==> src/hdl/mvm_pkg.sv <==
// ============================================================================
// Matrix-vector multiply package
// Field widths, register indexes, request codes and the control word that
// travels from the front end to the datapath.
// ============================================================================
package mvm_pkg;

    // Payload widths fixed by the item format
    localparam int VAL_W     = 16;   // Q4.12 element
    localparam int PROD_W    = 32;   // Q8.24 product
    localparam int SUM_W     = 38;   // Q14.24 row sum
    localparam int IDX_W     = 6;    // elem_index and row_index
    localparam int CFG_W     = 7;    // configuration register width
    localparam int CFG_IDX_W = 2;    // configuration register index

    // Configuration register indexes
    typedef enum logic [CFG_IDX_W-1:0] {
        CFG_NUM_COLS   = 2'd0,
        CFG_NUM_ROWS   = 2'd1,
        CFG_VECTOR_LEN = 2'd2
    } cfg_idx_t;

    // Request codes
    localparam logic REQ_VECTOR = 1'b0;
    localparam logic REQ_MATRIX = 1'b1;

    // Result status codes
    localparam logic STATUS_OK       = 1'b0;
    localparam logic STATUS_MISMATCH = 1'b1;

    // Per-item control decided by the front end
    typedef struct packed {
        logic is_mat;     // matrix element, else vector load
        logic row_end;    // last element of its row
        logic last;       // row is the final row of the matrix
        logic mismatch;   // column count differs from vector length
    } mvm_ctrl_t;

endpackage

==> src/hdl/mvm_req_if.sv <==
// ============================================================================
// Request channel
// Valid/ready channel carrying vector loads and streamed matrix elements.
// ============================================================================
interface mvm_req_if;
    logic                               valid;
    logic                               ready;
    logic                               req_type;
    logic signed [mvm_pkg::VAL_W-1:0]   elem_value;
    logic        [mvm_pkg::IDX_W-1:0]   elem_index;

    modport source (output valid, req_type, elem_value, elem_index, input ready);
    modport sink   (input valid, req_type, elem_value, elem_index, output ready);
endinterface

==> src/hdl/mvm_res_if.sv <==
// ============================================================================
// Result channel
// Valid/ready channel carrying one row result per completed matrix row.
// ============================================================================
interface mvm_res_if;
    logic                               valid;
    logic                               ready;
    logic signed [mvm_pkg::SUM_W-1:0]   row_sum;
    logic        [mvm_pkg::IDX_W-1:0]   row_index;
    logic                               last_row;
    logic                               status;

    modport source (output valid, row_sum, row_index, last_row, status, input ready);
    modport sink   (input valid, row_sum, row_index, last_row, status, output ready);
endinterface

==> src/hdl/mvm_front.sv <==
// ============================================================================
// Matrix-vector multiply front end
// Holds the configuration registers and the column and row counters, takes
// request items and tags each one with its store address and row control.
// ============================================================================
module mvm_front #(
    parameter int MAX_COLS = 64,
    parameter int MAX_ROWS = 64,
    localparam int CW  = $clog2(MAX_COLS),
    localparam int RW  = $clog2(MAX_ROWS),
    localparam int CEW = $clog2(MAX_COLS + 1),
    localparam int REW = $clog2(MAX_ROWS + 1)
) (
    input  logic                                clk,
    input  logic                                rst_n,
    mvm_req_if.sink                             req,
    input  logic                                cfg_we,
    input  logic [mvm_pkg::CFG_IDX_W-1:0]       cfg_index,
    input  logic [mvm_pkg::CFG_W-1:0]           cfg_data,
    input  logic                                q_full,
    output logic                                q_push,
    output mvm_pkg::mvm_ctrl_t                  q_ctrl,
    output logic signed [mvm_pkg::VAL_W-1:0]    q_value,
    output logic [CW-1:0]                       q_addr,
    output logic [RW-1:0]                       q_row
);

    localparam int CMW = (CEW > mvm_pkg::CFG_W) ? CEW : mvm_pkg::CFG_W;
    localparam int RMW = (REW > mvm_pkg::CFG_W) ? REW : mvm_pkg::CFG_W;
    localparam int LW  = (mvm_pkg::IDX_W > CEW) ? mvm_pkg::IDX_W : CEW;

    logic [mvm_pkg::CFG_W-1:0] cols_reg;
    logic [mvm_pkg::CFG_W-1:0] rows_reg;
    logic [mvm_pkg::CFG_W-1:0] vlen_reg;
    logic [CW-1:0]             col_reg;
    logic [CW-1:0]             col_next;
    logic [RW-1:0]             row_reg;
    logic [RW-1:0]             row_next;

    logic [CMW-1:0] eff_cols;
    logic [CMW-1:0] eff_vlen;
    logic [RMW-1:0] eff_rows;
    logic [CMW-1:0] col_inc;
    logic [RMW-1:0] row_inc;
    logic           accept;
    logic           is_mat;
    logic           load_ok;
    logic           row_end;
    logic           last;

    // Clamp a register to 1..MAX_COLS
    function automatic logic [CMW-1:0] clamp_col(input logic [mvm_pkg::CFG_W-1:0] v);
        logic [CMW-1:0] x;
        x = CMW'(v);
        if (x == '0)
            return CMW'(1);
        else if (x > CMW'(MAX_COLS))
            return CMW'(MAX_COLS);
        else
            return x;
    endfunction

    // Clamp a register to 1..MAX_ROWS
    function automatic logic [RMW-1:0] clamp_row(input logic [mvm_pkg::CFG_W-1:0] v);
        logic [RMW-1:0] x;
        x = RMW'(v);
        if (x == '0)
            return RMW'(1);
        else if (x > RMW'(MAX_ROWS))
            return RMW'(MAX_ROWS);
        else
            return x;
    endfunction

    // Classify the item and work out where its row stands
    always_comb
    begin
        eff_cols = clamp_col(cols_reg);
        eff_vlen = clamp_col(vlen_reg);
        eff_rows = clamp_row(rows_reg);
        col_inc  = CMW'(col_reg) + CMW'(1);
        row_inc  = RMW'(row_reg) + RMW'(1);
        row_end  = !(col_inc < eff_cols);
        last     = !(row_inc < eff_rows);
        is_mat   = (req.req_type == mvm_pkg::REQ_MATRIX);
        load_ok  = (LW'(req.elem_index) < LW'(MAX_COLS));
        accept   = req.valid && req.ready;

        col_next = col_reg;
        row_next = row_reg;
        if (accept && is_mat)
        begin
            if (row_end)
            begin
                col_next = '0;
                row_next = last ? '0 : RW'(row_inc);
            end
            else
            begin
                col_next = CW'(col_inc);
            end
        end
    end

    assign req.ready         = !q_full;
    assign q_push            = accept && (is_mat || load_ok);
    assign q_ctrl.is_mat     = is_mat;
    assign q_ctrl.row_end    = row_end;
    assign q_ctrl.last       = last;
    assign q_ctrl.mismatch   = (eff_cols != eff_vlen);
    assign q_value           = req.elem_value;
    assign q_addr            = is_mat ? col_reg : CW'(req.elem_index);
    assign q_row             = row_reg;

    // Configuration registers; unknown indexes are dropped
    always_ff @(posedge clk or negedge rst_n)
    begin
        if (!rst_n)
        begin
            cols_reg <= mvm_pkg::CFG_W'(1);
            rows_reg <= mvm_pkg::CFG_W'(1);
            vlen_reg <= mvm_pkg::CFG_W'(1);
        end
        else if (cfg_we)
        begin
            case (cfg_index)
                mvm_pkg::CFG_NUM_COLS:   cols_reg <= cfg_data;
                mvm_pkg::CFG_NUM_ROWS:   rows_reg <= cfg_data;
                mvm_pkg::CFG_VECTOR_LEN: vlen_reg <= cfg_data;
                default:                 ;
            endcase
        end
    end

    // Advance column and row counters
    always_ff @(posedge clk or negedge rst_n)
    begin
        if (!rst_n)
        begin
            col_reg <= '0;
            row_reg <= '0;
        end
        else
        begin
            col_reg <= col_next;
            row_reg <= row_next;
        end
    end

endmodule

==> src/hdl/mvm_queue.sv <==
// ============================================================================
// Matrix-vector multiply command queue
// Small FIFO between the front end and the datapath so each side can stall
// on its own.
// ============================================================================
module mvm_queue #(
    parameter int WIDTH = 8,
    parameter int DEPTH = 4,
    localparam int PW = $clog2(DEPTH),
    localparam int NW = $clog2(DEPTH + 1)
) (
    input  logic             clk,
    input  logic             rst_n,
    input  logic             push,
    input  logic [WIDTH-1:0] push_data,
    output logic             full,
    input  logic             pop,
    output logic             pop_valid,
    output logic [WIDTH-1:0] pop_data
);

    logic [WIDTH-1:0] entry_reg [DEPTH];
    logic [PW-1:0]    wr_ptr_reg;
    logic [PW-1:0]    rd_ptr_reg;
    logic [NW-1:0]    count_reg;
    logic [NW-1:0]    count_next;
    logic             do_pop;

    assign full      = (count_reg == NW'(DEPTH));
    assign pop_valid = (count_reg != '0);
    assign pop_data  = entry_reg[rd_ptr_reg];
    assign do_pop    = pop && pop_valid;

    always_comb
    begin
        count_next = count_reg;
        if (push && !do_pop)
            count_next = count_reg + NW'(1);
        else if (!push && do_pop)
            count_next = count_reg - NW'(1);
    end

    // Store pushed items
    always_ff @(posedge clk)
    begin
        if (push)
            entry_reg[wr_ptr_reg] <= push_data;
    end

    // Advance pointers and fill count
    always_ff @(posedge clk or negedge rst_n)
    begin
        if (!rst_n)
        begin
            wr_ptr_reg <= '0;
            rd_ptr_reg <= '0;
            count_reg  <= '0;
        end
        else
        begin
            count_reg <= count_next;
            if (push)
                wr_ptr_reg <= (wr_ptr_reg == PW'(DEPTH - 1)) ? '0 : wr_ptr_reg + PW'(1);
            if (do_pop)
                rd_ptr_reg <= (rd_ptr_reg == PW'(DEPTH - 1)) ? '0 : rd_ptr_reg + PW'(1);
        end
    end

endmodule

==> src/hdl/mvm_back.sv <==
// ============================================================================
// Matrix-vector multiply datapath
// Owns the vector store, reads the element for each column, multiplies and
// accumulates, and holds each row result in an output register.
// ============================================================================
module mvm_back #(
    parameter int MAX_COLS = 64,
    parameter int MAX_ROWS = 64,
    localparam int CW = $clog2(MAX_COLS),
    localparam int RW = $clog2(MAX_ROWS)
) (
    input  logic                                clk,
    input  logic                                rst_n,
    input  logic                                q_valid,
    output logic                                q_pop,
    input  mvm_pkg::mvm_ctrl_t                  q_ctrl,
    input  logic signed [mvm_pkg::VAL_W-1:0]    q_value,
    input  logic [CW-1:0]                       q_addr,
    input  logic [RW-1:0]                       q_row,
    mvm_res_if.source                           res
);

    localparam int SW = mvm_pkg::SUM_W;
    localparam int PW = mvm_pkg::PROD_W;

    logic signed [mvm_pkg::VAL_W-1:0] vec_mem [MAX_COLS];

    // Read stage
    logic                             rd_valid_reg;
    mvm_pkg::mvm_ctrl_t               rd_ctrl_reg;
    logic signed [mvm_pkg::VAL_W-1:0] rd_value_reg;
    logic signed [mvm_pkg::VAL_W-1:0] rd_data_reg;
    logic [RW-1:0]                    rd_row_reg;

    // Product stage
    logic                             mul_valid_reg;
    mvm_pkg::mvm_ctrl_t               mul_ctrl_reg;
    logic signed [PW-1:0]             prod_reg;
    logic [RW-1:0]                    mul_row_reg;

    // Accumulate and output stage
    logic signed [SW-1:0]             acc_reg;
    logic signed [SW-1:0]             acc_next;
    logic signed [SW:0]               acc_sum;
    logic                             res_valid_reg;
    logic signed [SW-1:0]             sum_reg;
    logic [RW-1:0]                    row_out_reg;
    logic                             last_reg;
    logic                             status_reg;

    logic                             adv;

    // The whole pipeline moves when the output register can take a result
    assign adv   = !res_valid_reg || res.ready;
    assign q_pop = adv && q_valid;

    // Add with saturation to the sum range
    always_comb
    begin
        acc_sum  = {acc_reg[SW-1], acc_reg} + (SW + 1)'(prod_reg);
        acc_next = acc_sum[SW-1:0];
        if (acc_sum[SW] != acc_sum[SW-1])
            acc_next = acc_sum[SW] ? {1'b1, {(SW - 1){1'b0}}} : {1'b0, {(SW - 1){1'b1}}};
    end

    // Vector store: write on loads, registered read for matrix elements
    always_ff @(posedge clk)
    begin
        if (adv)
        begin
            if (q_valid && !q_ctrl.is_mat)
                vec_mem[q_addr] <= q_value;
            rd_data_reg <= vec_mem[q_addr];
        end
    end

    // Stage payloads
    always_ff @(posedge clk)
    begin
        if (adv)
        begin
            rd_ctrl_reg  <= q_ctrl;
            rd_value_reg <= q_value;
            rd_row_reg   <= q_row;
            mul_ctrl_reg <= rd_ctrl_reg;
            prod_reg     <= rd_value_reg * rd_data_reg;
            mul_row_reg  <= rd_row_reg;
            if (mul_valid_reg && mul_ctrl_reg.row_end)
            begin
                sum_reg     <= mul_ctrl_reg.mismatch ? '0 : acc_next;
                row_out_reg <= mul_row_reg;
                last_reg    <= mul_ctrl_reg.last;
                status_reg  <= mul_ctrl_reg.mismatch ? mvm_pkg::STATUS_MISMATCH
                                                     : mvm_pkg::STATUS_OK;
            end
        end
    end

    // Stage valids and the row accumulator
    always_ff @(posedge clk or negedge rst_n)
    begin
        if (!rst_n)
        begin
            rd_valid_reg  <= 1'b0;
            mul_valid_reg <= 1'b0;
            res_valid_reg <= 1'b0;
            acc_reg       <= '0;
        end
        else if (adv)
        begin
            rd_valid_reg  <= q_valid && q_ctrl.is_mat;
            mul_valid_reg <= rd_valid_reg;
            res_valid_reg <= mul_valid_reg && mul_ctrl_reg.row_end;
            if (mul_valid_reg)
                acc_reg <= mul_ctrl_reg.row_end ? '0 : acc_next;
        end
    end

    assign res.valid     = res_valid_reg;
    assign res.row_sum   = sum_reg;
    assign res.row_index = mvm_pkg::IDX_W'(row_out_reg);
    assign res.last_row  = last_reg;
    assign res.status    = status_reg;

`ifndef SYNTHESIS
    // A mismatch result always carries a zero sum
    a_mismatch_zero: assert property (@(posedge clk) disable iff (!rst_n)
        res_valid_reg && (status_reg == mvm_pkg::STATUS_MISMATCH) |-> sum_reg == '0)
        else $error("mismatch result with nonzero sum");

    // The accumulator is empty after a row end
    a_acc_clear: assert property (@(posedge clk) disable iff (!rst_n)
        adv && mul_valid_reg && mul_ctrl_reg.row_end |=> acc_reg == '0)
        else $error("accumulator not cleared at row end");

    // A stalled product stage keeps its product
    a_prod_hold: assert property (@(posedge clk) disable iff (!rst_n)
        mul_valid_reg && !adv |=> mul_valid_reg && $stable(prod_reg))
        else $error("product lost during stall");

    // Nothing is popped while the output register is blocked
    a_no_pop_stall: assert property (@(posedge clk) disable iff (!rst_n)
        res_valid_reg && !res.ready |-> !q_pop)
        else $error("queue popped while output blocked");
`endif

endmodule

==> src/hdl/matrix_vector_multiply.sv <==
// ============================================================================
// Matrix-vector multiply-accumulate
// Loads vector elements into a store, streams matrix elements row by row and
// returns one Q14.24 dot product per row.
// ============================================================================
//
//  Channel  Dir  Handshake          Payload
//  req      in   valid/ready        req_type, elem_value, elem_index
//  res      out  valid/ready        row_sum, row_index, last_row, status
//  cfg      in   cfg_we, no stall   cfg_index, cfg_data
//
//  One item per cycle while req ready is high; each matrix element costs one
//  multiply-accumulate. A row result passes the queue, store read, multiply and
//  accumulate into the output register before it is valid.
//  Vector loads leave no result; the vector store is not cleared at reset.
//  A stalled result halts the datapath; req takes up to four more items into
//  the 4-entry queue, then ready drops until the datapath moves again.
//
module matrix_vector_multiply #(
    parameter int MAX_COLS = 64,
    parameter int MAX_ROWS = 64
) (
    input  logic                            clk,
    input  logic                            rst_n,
    mvm_req_if.sink                         req,
    mvm_res_if.source                       res,
    input  logic                            cfg_we,
    input  logic [mvm_pkg::CFG_IDX_W-1:0]   cfg_index,
    input  logic [mvm_pkg::CFG_W-1:0]       cfg_data
);

    localparam int CW      = $clog2(MAX_COLS);
    localparam int RW      = $clog2(MAX_ROWS);
    localparam int CTRL_W  = $bits(mvm_pkg::mvm_ctrl_t);
    localparam int ENTRY_W = CTRL_W + mvm_pkg::VAL_W + CW + RW;

    logic                             f_push;
    mvm_pkg::mvm_ctrl_t               f_ctrl;
    logic signed [mvm_pkg::VAL_W-1:0] f_value;
    logic [CW-1:0]                    f_addr;
    logic [RW-1:0]                    f_row;
    logic                             q_full;
    logic                             q_pop;
    logic                             q_valid;
    logic [ENTRY_W-1:0]               q_data;
    mvm_pkg::mvm_ctrl_t               b_ctrl;
    logic signed [mvm_pkg::VAL_W-1:0] b_value;
    logic [CW-1:0]                    b_addr;
    logic [RW-1:0]                    b_row;

    mvm_front #(
        .MAX_COLS (MAX_COLS),
        .MAX_ROWS (MAX_ROWS)
    ) u_front (
        .clk       (clk),
        .rst_n     (rst_n),
        .req       (req),
        .cfg_we    (cfg_we),
        .cfg_index (cfg_index),
        .cfg_data  (cfg_data),
        .q_full    (q_full),
        .q_push    (f_push),
        .q_ctrl    (f_ctrl),
        .q_value   (f_value),
        .q_addr    (f_addr),
        .q_row     (f_row)
    );

    mvm_queue #(
        .WIDTH (ENTRY_W),
        .DEPTH (4)
    ) u_queue (
        .clk       (clk),
        .rst_n     (rst_n),
        .push      (f_push),
        .push_data ({f_ctrl, f_value, f_addr, f_row}),
        .full      (q_full),
        .pop       (q_pop),
        .pop_valid (q_valid),
        .pop_data  (q_data)
    );

    // Unpack the queue entry
    assign {b_ctrl, b_value, b_addr, b_row} = q_data;

    mvm_back #(
        .MAX_COLS (MAX_COLS),
        .MAX_ROWS (MAX_ROWS)
    ) u_back (
        .clk     (clk),
        .rst_n   (rst_n),
        .q_valid (q_valid),
        .q_pop   (q_pop),
        .q_ctrl  (b_ctrl),
        .q_value (b_value),
        .q_addr  (b_addr),
        .q_row   (b_row),
        .res     (res)
    );

endmodule
==> src/flat_wrapper.sv <==
// flat-port wrapper written by rule: the top's interface ports become plain ports
module matrix_vector_multiply_flat 
#(
    parameter int MAX_COLS = 64,
    parameter int MAX_ROWS = 64
)
  (clk, rst_n, cfg_we, cfg_index, cfg_data, req_valid, req_req_type, req_elem_value, req_elem_index, req_ready, res_valid, res_row_sum, res_row_index, res_last_row, res_status, res_ready);
  mvm_req_if req_i ();
  mvm_res_if res_i ();
  input  logic clk;
  input  logic rst_n;
  input  logic cfg_we;
  input  logic [mvm_pkg::CFG_IDX_W-1:0] cfg_index;
  input  logic [mvm_pkg::CFG_W-1:0] cfg_data;
  input wire logic [$bits(req_i.valid)-1:0] req_valid;
  input wire logic [$bits(req_i.req_type)-1:0] req_req_type;
  input wire logic [$bits(req_i.elem_value)-1:0] req_elem_value;
  input wire logic [$bits(req_i.elem_index)-1:0] req_elem_index;
  output wire logic [$bits(req_i.ready)-1:0] req_ready;
  output wire logic [$bits(res_i.valid)-1:0] res_valid;
  output wire logic [$bits(res_i.row_sum)-1:0] res_row_sum;
  output wire logic [$bits(res_i.row_index)-1:0] res_row_index;
  output wire logic [$bits(res_i.last_row)-1:0] res_last_row;
  output wire logic [$bits(res_i.status)-1:0] res_status;
  input wire logic [$bits(res_i.ready)-1:0] res_ready;
  assign req_i.valid = req_valid;
  assign req_i.req_type = req_req_type;
  assign req_i.elem_value = req_elem_value;
  assign req_i.elem_index = req_elem_index;
  assign req_ready = req_i.ready;
  assign res_valid = res_i.valid;
  assign res_row_sum = res_i.row_sum;
  assign res_row_index = res_i.row_index;
  assign res_last_row = res_i.last_row;
  assign res_status = res_i.status;
  assign res_i.ready = res_ready;
  matrix_vector_multiply #(.MAX_COLS(MAX_COLS), .MAX_ROWS(MAX_ROWS)) u_core (.clk(clk), .rst_n(rst_n), .req(req_i), .res(res_i), .cfg_we(cfg_we), .cfg_index(cfg_index), .cfg_data(cfg_data));
endmodule
==> config.mk <==
export PLATFORM = sky130hd
export DESIGN_NAME = matrix_vector_multiply_flat
export DESIGN_NICKNAME = d
export VERILOG_FILES = /design/src/hdl/mvm_pkg.sv /design/src/hdl/mvm_req_if.sv /design/src/hdl/mvm_res_if.sv /design/src/hdl/mvm_front.sv /design/src/hdl/mvm_queue.sv /design/src/hdl/mvm_back.sv /design/src/hdl/matrix_vector_multiply.sv /design/src/flat_wrapper.sv
export SDC_FILE = /design/constraint.sdc
export NUM_CORES = 2
export LEC_CHECK = 0
export BUFFER_PORTS_ARGS = -buffer_cell sky130_fd_sc_hd__buf_2
export CAP_MARGIN = 20
export CORE_MARGIN = 5
export CORE_UTILIZATION = 35
export DETAILED_ROUTE_END_ITERATION = 10
export GPL_ROUTABILITY_DRIVEN = 0
export PLACE_DENSITY = 0.52
export SETUP_SLACK_MARGIN = 0.4
export SLEW_MARGIN = 20
export SYNTH_ARGS = -nofsm -noshare
export SYNTH_HDL_FRONTEND = slang
export SYNTH_SLANG_ARGS = --single-unit
==> constraint.sdc <==
create_clock -name clk -period 12.9 [get_ports clk]
set_clock_uncertainty 0.1 [all_clocks]
set_input_delay 0.645 -clock clk [delete_from_list [all_inputs] [get_ports clk]]
set_output_delay 0.645 -clock clk [all_outputs]
set_load 0.1 [all_outputs]
After elaboration in Yosys (flattened, before gate mapping):

Memories as Yosys holds them, arrays and structs flattened. A register that Yosys moved wholly into a read port is not among the register bits.
Cells that the tools add are included.

* memories: 2
* flip-flop bits (word level): 193
* output and inout bits: 48
* bits in writable memories: 1152

Memory list
* u_core.u_back.vec_mem: depth 64, bits a word 16, read ports 1, clocked after Yosys merged registers in 1, write ports 1, RTL line mvm_back.sv:26 `logic signed [mvm_pkg::VAL_W-1:0] vec_mem [MAX_COLS];`
* u_core.u_queue.entry_reg: depth 4, bits a word 32, read ports 1, clocked after Yosys merged registers in 0, write ports 1, RTL line mvm_queue.sv:22 `logic [WIDTH-1:0] entry_reg [DEPTH];`

* $mul: 1
* magnitude comparators: 5
* equal/unequal tests: 7
* mux-type cells: 22
* add/subtract/negate cells: 7
* bitwise operators: 1
* reductions and logical operators: 29

Operator list (number)
* $mux W38: 3
* $mux W7: 6
* $add A38 B32 Y39: 1
* $mul A16 B16 Y32: 1
* $gt A7 B7 Y1 const B: 3
* $logic_not A7 Y1: 3
* $mux W6: 3
* $add A6 B1 Y7 const B: 2
* $lt A7 B7 Y1: 2
* $reduce_and A2 Y1: 6
* $logic_and A1 B1 Y1: 9
* $logic_not A1 Y1: 7
* $ne A7 B7 Y1: 1
* $eq A2 B2 Y1 const B: 3
* $mux W1: 6
* $mux W3: 2
* $add A2 B1 Y2 const B: 2
* $mux W2: 2
* $add A3 B1 Y3 const B: 1
* $eq A3 B3 Y1 const B: 1
* $reduce_bool A3 Y1: 1
* $sub A3 B1 Y3 const B: 1
* $eq A2 B1 Y1 const B: 1
* $logic_not A2 Y1: 1
* 4 further kinds: 4

Longest topological paths before layout:

* depth in word-level cells: 7
* depth in mapped cells: 23
* mapped depth without buffers: 22

Hierarchy:

A second synthesis with hierarchy kept.

* cell total of the unflattened synthesis: 4084
* area, all modules: 61796.8 um^2

Modules (own cells, without submodules)
* mvm_back: instances 1, area an instance 54502.3 um^2, cells each 3652
* mvm_queue: instances 1, area an instance 5089.9 um^2, cells each 205
* mvm_front: instances 1, area an instance 2204.6 um^2, cells each 227

Worst setup path before layout:

Ideal clock, no wire load.

* path kind: flip-flop to flip-flop
* start: reg u_core.u_back.rd_value_reg[15] in the netlist's numbering
* end: reg u_core.u_back.prod_reg[30], data pin
* arrival time: 5830 ps
* stages on the path, launching flop included: 21
* clock period less this slack: 6188 ps
* data required time: 12542 ps
* slack: 6712 ps
* buffers on the path: 1
* library setup time: 258 ps
* cell sequence: edfxtp_1 clkbuf_1 nand2_1 inv_1 fa_1 fa_1 fa_1 fa_1 fa_1 inv_1 fa_1 inv_1 ha_1 a21o_1 or3_1 o221ai_1 a311o_1 a31oi_1 a21o_1 a21oi_1 xnor2_1

* cells in the longest elaborated chain, start to end: 1

RTL lines
* start, declared: RTL line mvm_back.sv:31 `logic signed [mvm_pkg::VAL_W-1:0] rd_value_reg;`
* start signal, assigned: RTL line mvm_back.sv:83 `rd_value_reg <= q_value;`
* $mul A16 B16 Y32: RTL line mvm_back.sv:86 `prod_reg <= rd_value_reg * rd_data_reg;`
* end signal, assigned: RTL line mvm_back.sv:86
* end, declared: RTL line mvm_back.sv:38 `logic signed [PW-1:0] prod_reg;`

Every way passes these cells.
A chain may end at the register's enable or synchronous reset.

Final worst setup path:

* start: reg u_core.u_back.rd_value_reg[8] in the netlist's numbering
* end: reg u_core.u_back.prod_reg[31], data pin

Same word-level chain as after synthesis.

==> flow_summary.json <==
{
  "synth.area.top_cells": "edfxtp_1, fa_1, dfrtp_1",
  "fin_cells": 7003,
  "synth_nets": 4792,
  "drtAntennaViolNets": 0,
  "synth_cells": 4351,
  "drive_above_1_share": 0.1244,
  "worstPathRequired_ps": 13270,
  "fin_ws_ps": 6118,
  "synth.distinct_cells": 82,
  "r2r_slack_ps": 6120,
  "cp_common_cell": "fa_1",
  "placedCellCount": 6722,
  "worstPathArrival_ps": 7160,
  "vias": 37870,
  "wl_um": 183500,
  "fp-row-count": 155,
  "slew_violations": 0,
  "ios": 85,
  "reg2regPathDepth": 21,
  "start_kind": "flip-flop",
  "numCtsBuffers": 146,
  "grt_pass1_wl_um": 269000,
  "synth_edf_count": 1280,
  "mostFrequentLayoutCells": "edfxtp_1, nand2_1, inv_1",
  "yosys.area.top_type": "edfxtp_1",
  "grt_overflow_total": 0,
  "largest_reg_flops": 1024,
  "crit_family": "adder cells",
  "tritoncts": "built",
  "post_cts_buffers": 0,
  "post-place-ws_ps": 6121,
  "clock-sinks": 1361,
  "clock-root-buffer": "clkbuf_16",
  "die_h_um": 434.5,
  "tightest_slew_ps": 1251,
  "path_class": "flip-flop to flip-flop",
  "netlist_area_sq_um": 63070,
  "dp_hpwl_um": 110400,
  "final_nets": 4975,
  "path_buf_inv": 4,
  "fmax_mhz": 147.5,
  "drc": 0,
  "yosysWarnings": 0,
  "synthArstFlopShare": 0.05952,
  "synth_seq_cells": 1361,
  "io_buffers": 84,
  "fp.dieW_um": 434.5,
  "critPathLaunch": "u_core.u_back.rd_value_reg[8]$_DFFE_PN_",
  "postCtsHoldBufs": 18,
  "cts_max_level": 4,
  "num-fill-cells": 16680,
  "path_clk_slew_ps": 60,
  "synth_ff_type": "edfxtp_1",
  "first_pass_iters": 5,
  "grt_pass1_vias": 38670,
  "cp_slowest_cell": "edfxtp_1",
  "worstPathMaxFanout": 16,
  "via_per_inst": 5.408,
  "crit_chain": "and2_1 > fa_1 > inv_1 > fa_1 > fa_1 > inv_1 > fa_1 > fa_1 > inv_1 > fa_1 > inv_1 > ha_1 > a21oi_1 > and2_1 > a221o_1 > nor4_1 > o2111ai_1 > a21oi_1 > nor2_1 > a21oi_1 > xnor2_1",
  "antenna_found_initial": 9,
  "core_sq_um": 178800,
  "cts_buffer_depth": 3,
  "cts_resized": 0,
  "drv_cap": 0,
  "r2r-start": "u_core.u_back.rd_value_reg[8]$_DFFE_PN_",
  "end_kind": "flip-flop",
  "whs_ps": 57.15,
  "status": "finished clean",
  "finalHoldViolations": 0,
  "drt_iter0_drc": 3582,
  "reg2reg_to": "u_core.u_back.prod_reg[31]$_DFFE_PN_",
  "hold_path.class": "input pin to flip-flop",
  "area_delta_synth_final_pct": 13.57,
  "yosysSeqAreaShare": 0.6417,
  "min_period_ps": 6782,
  "setup_tns_ps": 0,
  "crit_path_end": "u_core.u_back.prod_reg[31]$_DFFE_PN_",
  "slew_headroom": 0.1658,
  "synth_top_area_frac": 0.6095,
  "rsz0062_at_grt": "no",
  "die_area_sq_um": 188800,
  "start_util": 0.3527,
  "wl_per_cell_um": 26.21,
  "grt_util_all_layers": 0.1933,
  "crit_cells": 21,
  "fin_crit_sh": 0.5257,
  "critPathMaxStageDelay_ps": 650,
  "setup_viol": 0,
  "syn_avg_cell_area_sq_um": 14.49,
  "clock_latency_ps": 800,
  "grt_max_degree": 77,
  "layout_commonest_cell": "edfxtp_1"
}
worst min path at each step:
stage,endpoint,slack (ps),start,cells past startpoint
2_1_floorplan,u_core.u_back.acc_reg[0]$_DFFE_PN0P_,250,rst_n,0
3_3_place_gp,u_core.u_back.res.row_index[0]$_DFFE_PP_,300,u_core.u_back.mul_row_reg[0]$_DFFE_PN_,0
3_5_place_dp,u_core.u_back.mul_row_reg[2]$_DFFE_PN_,310,u_core.u_back.rd_row_reg[2]$_DFFE_PN_,0
4_1_cts,u_core.u_front.cols_reg[3]$_DFFE_PN0P_,4,cfg_data[3],2
5_1_grt,u_core.u_front.vlen_reg[1]$_DFFE_PN0P_,20,cfg_data[1],2
6_report,u_core.u_front.cols_reg[3]$_DFFE_PN0P_,60,cfg_data[3],2
kinds of logic (layout without fill, tap and decap cells):
group                    Yosys count  in the layout  synth area share
XOR/XNOR                          72             72          0.009999
adder cells (fa/ha/maj)          404            404            0.1116
AND/OR/NAND/NOR                  885            885           0.06359
other                              0              2                 0
buffers and inverters            548            843           0.03470
AO/OA/AOI/OAI                    948            948            0.1049
flip-flops                      1361           1361            0.6417
multiplexers                     133            133           0.03361
layer usage:
metal,global-route usage,part of all wire,vias to the layer above
li1,-,-,16640
met1,0.2619,0.42,19590
met2,0.3184,0.47,1351
met3,0.03178,0.067,298
met4,0.06479,0.036,4
met5,0,0.00014,-
through the flow:
stage | area (sq um) | utilization
final | 71630 | 0.4006
after global routing | 71620 | 0.4005
after CTS | 71610 | 0.4005
after detailed placement | 66810 | 0.3736
after global placement | 66790 | 0.3735
after floorplan | 63070 | -
final cells by class:
cell class | instances | area (sq um) | share of cell area
well taps | 2355 | 2947 | 0.04114
repair buffers | 248 | 1749 | 0.02442
multi-input cells | 2442 | 20570 | 0.2873
flip-flops and latches | 1361 | 40470 | 0.5650
diodes | 2 | 5.005 | 0.00006987
inverters | 335 | 1257 | 0.01756
clock buffers | 183 | 3822 | 0.05337
clock inverters | 77 | 800.8 | 0.01118
cell usage after synthesis (40+ instances only):
| cell | n |
|---|---|
| ha_1 | 140 |
| a221oi_1 | 80 |
| nor2_1 | 169 |
| o21ai_0 | 62 |
| buf_2 | 72 |
| mux2_2 | 40 |
| edfxtp_1 | 1280 |
| a22oi_1 | 202 |
| nand2_1 | 422 |
| dfrtp_1 | 78 |
| xnor2_1 | 51 |
| clkbuf_1 | 97 |
| a21oi_1 | 248 |
| mux4_2 | 58 |
| fa_1 | 264 |
| inv_1 | 335 |
| and2_1 | 126 |
Power is left out: the tool's default activity adds up to more than one toggle a clock period on the data nets, which glitch-free logic cannot reach.
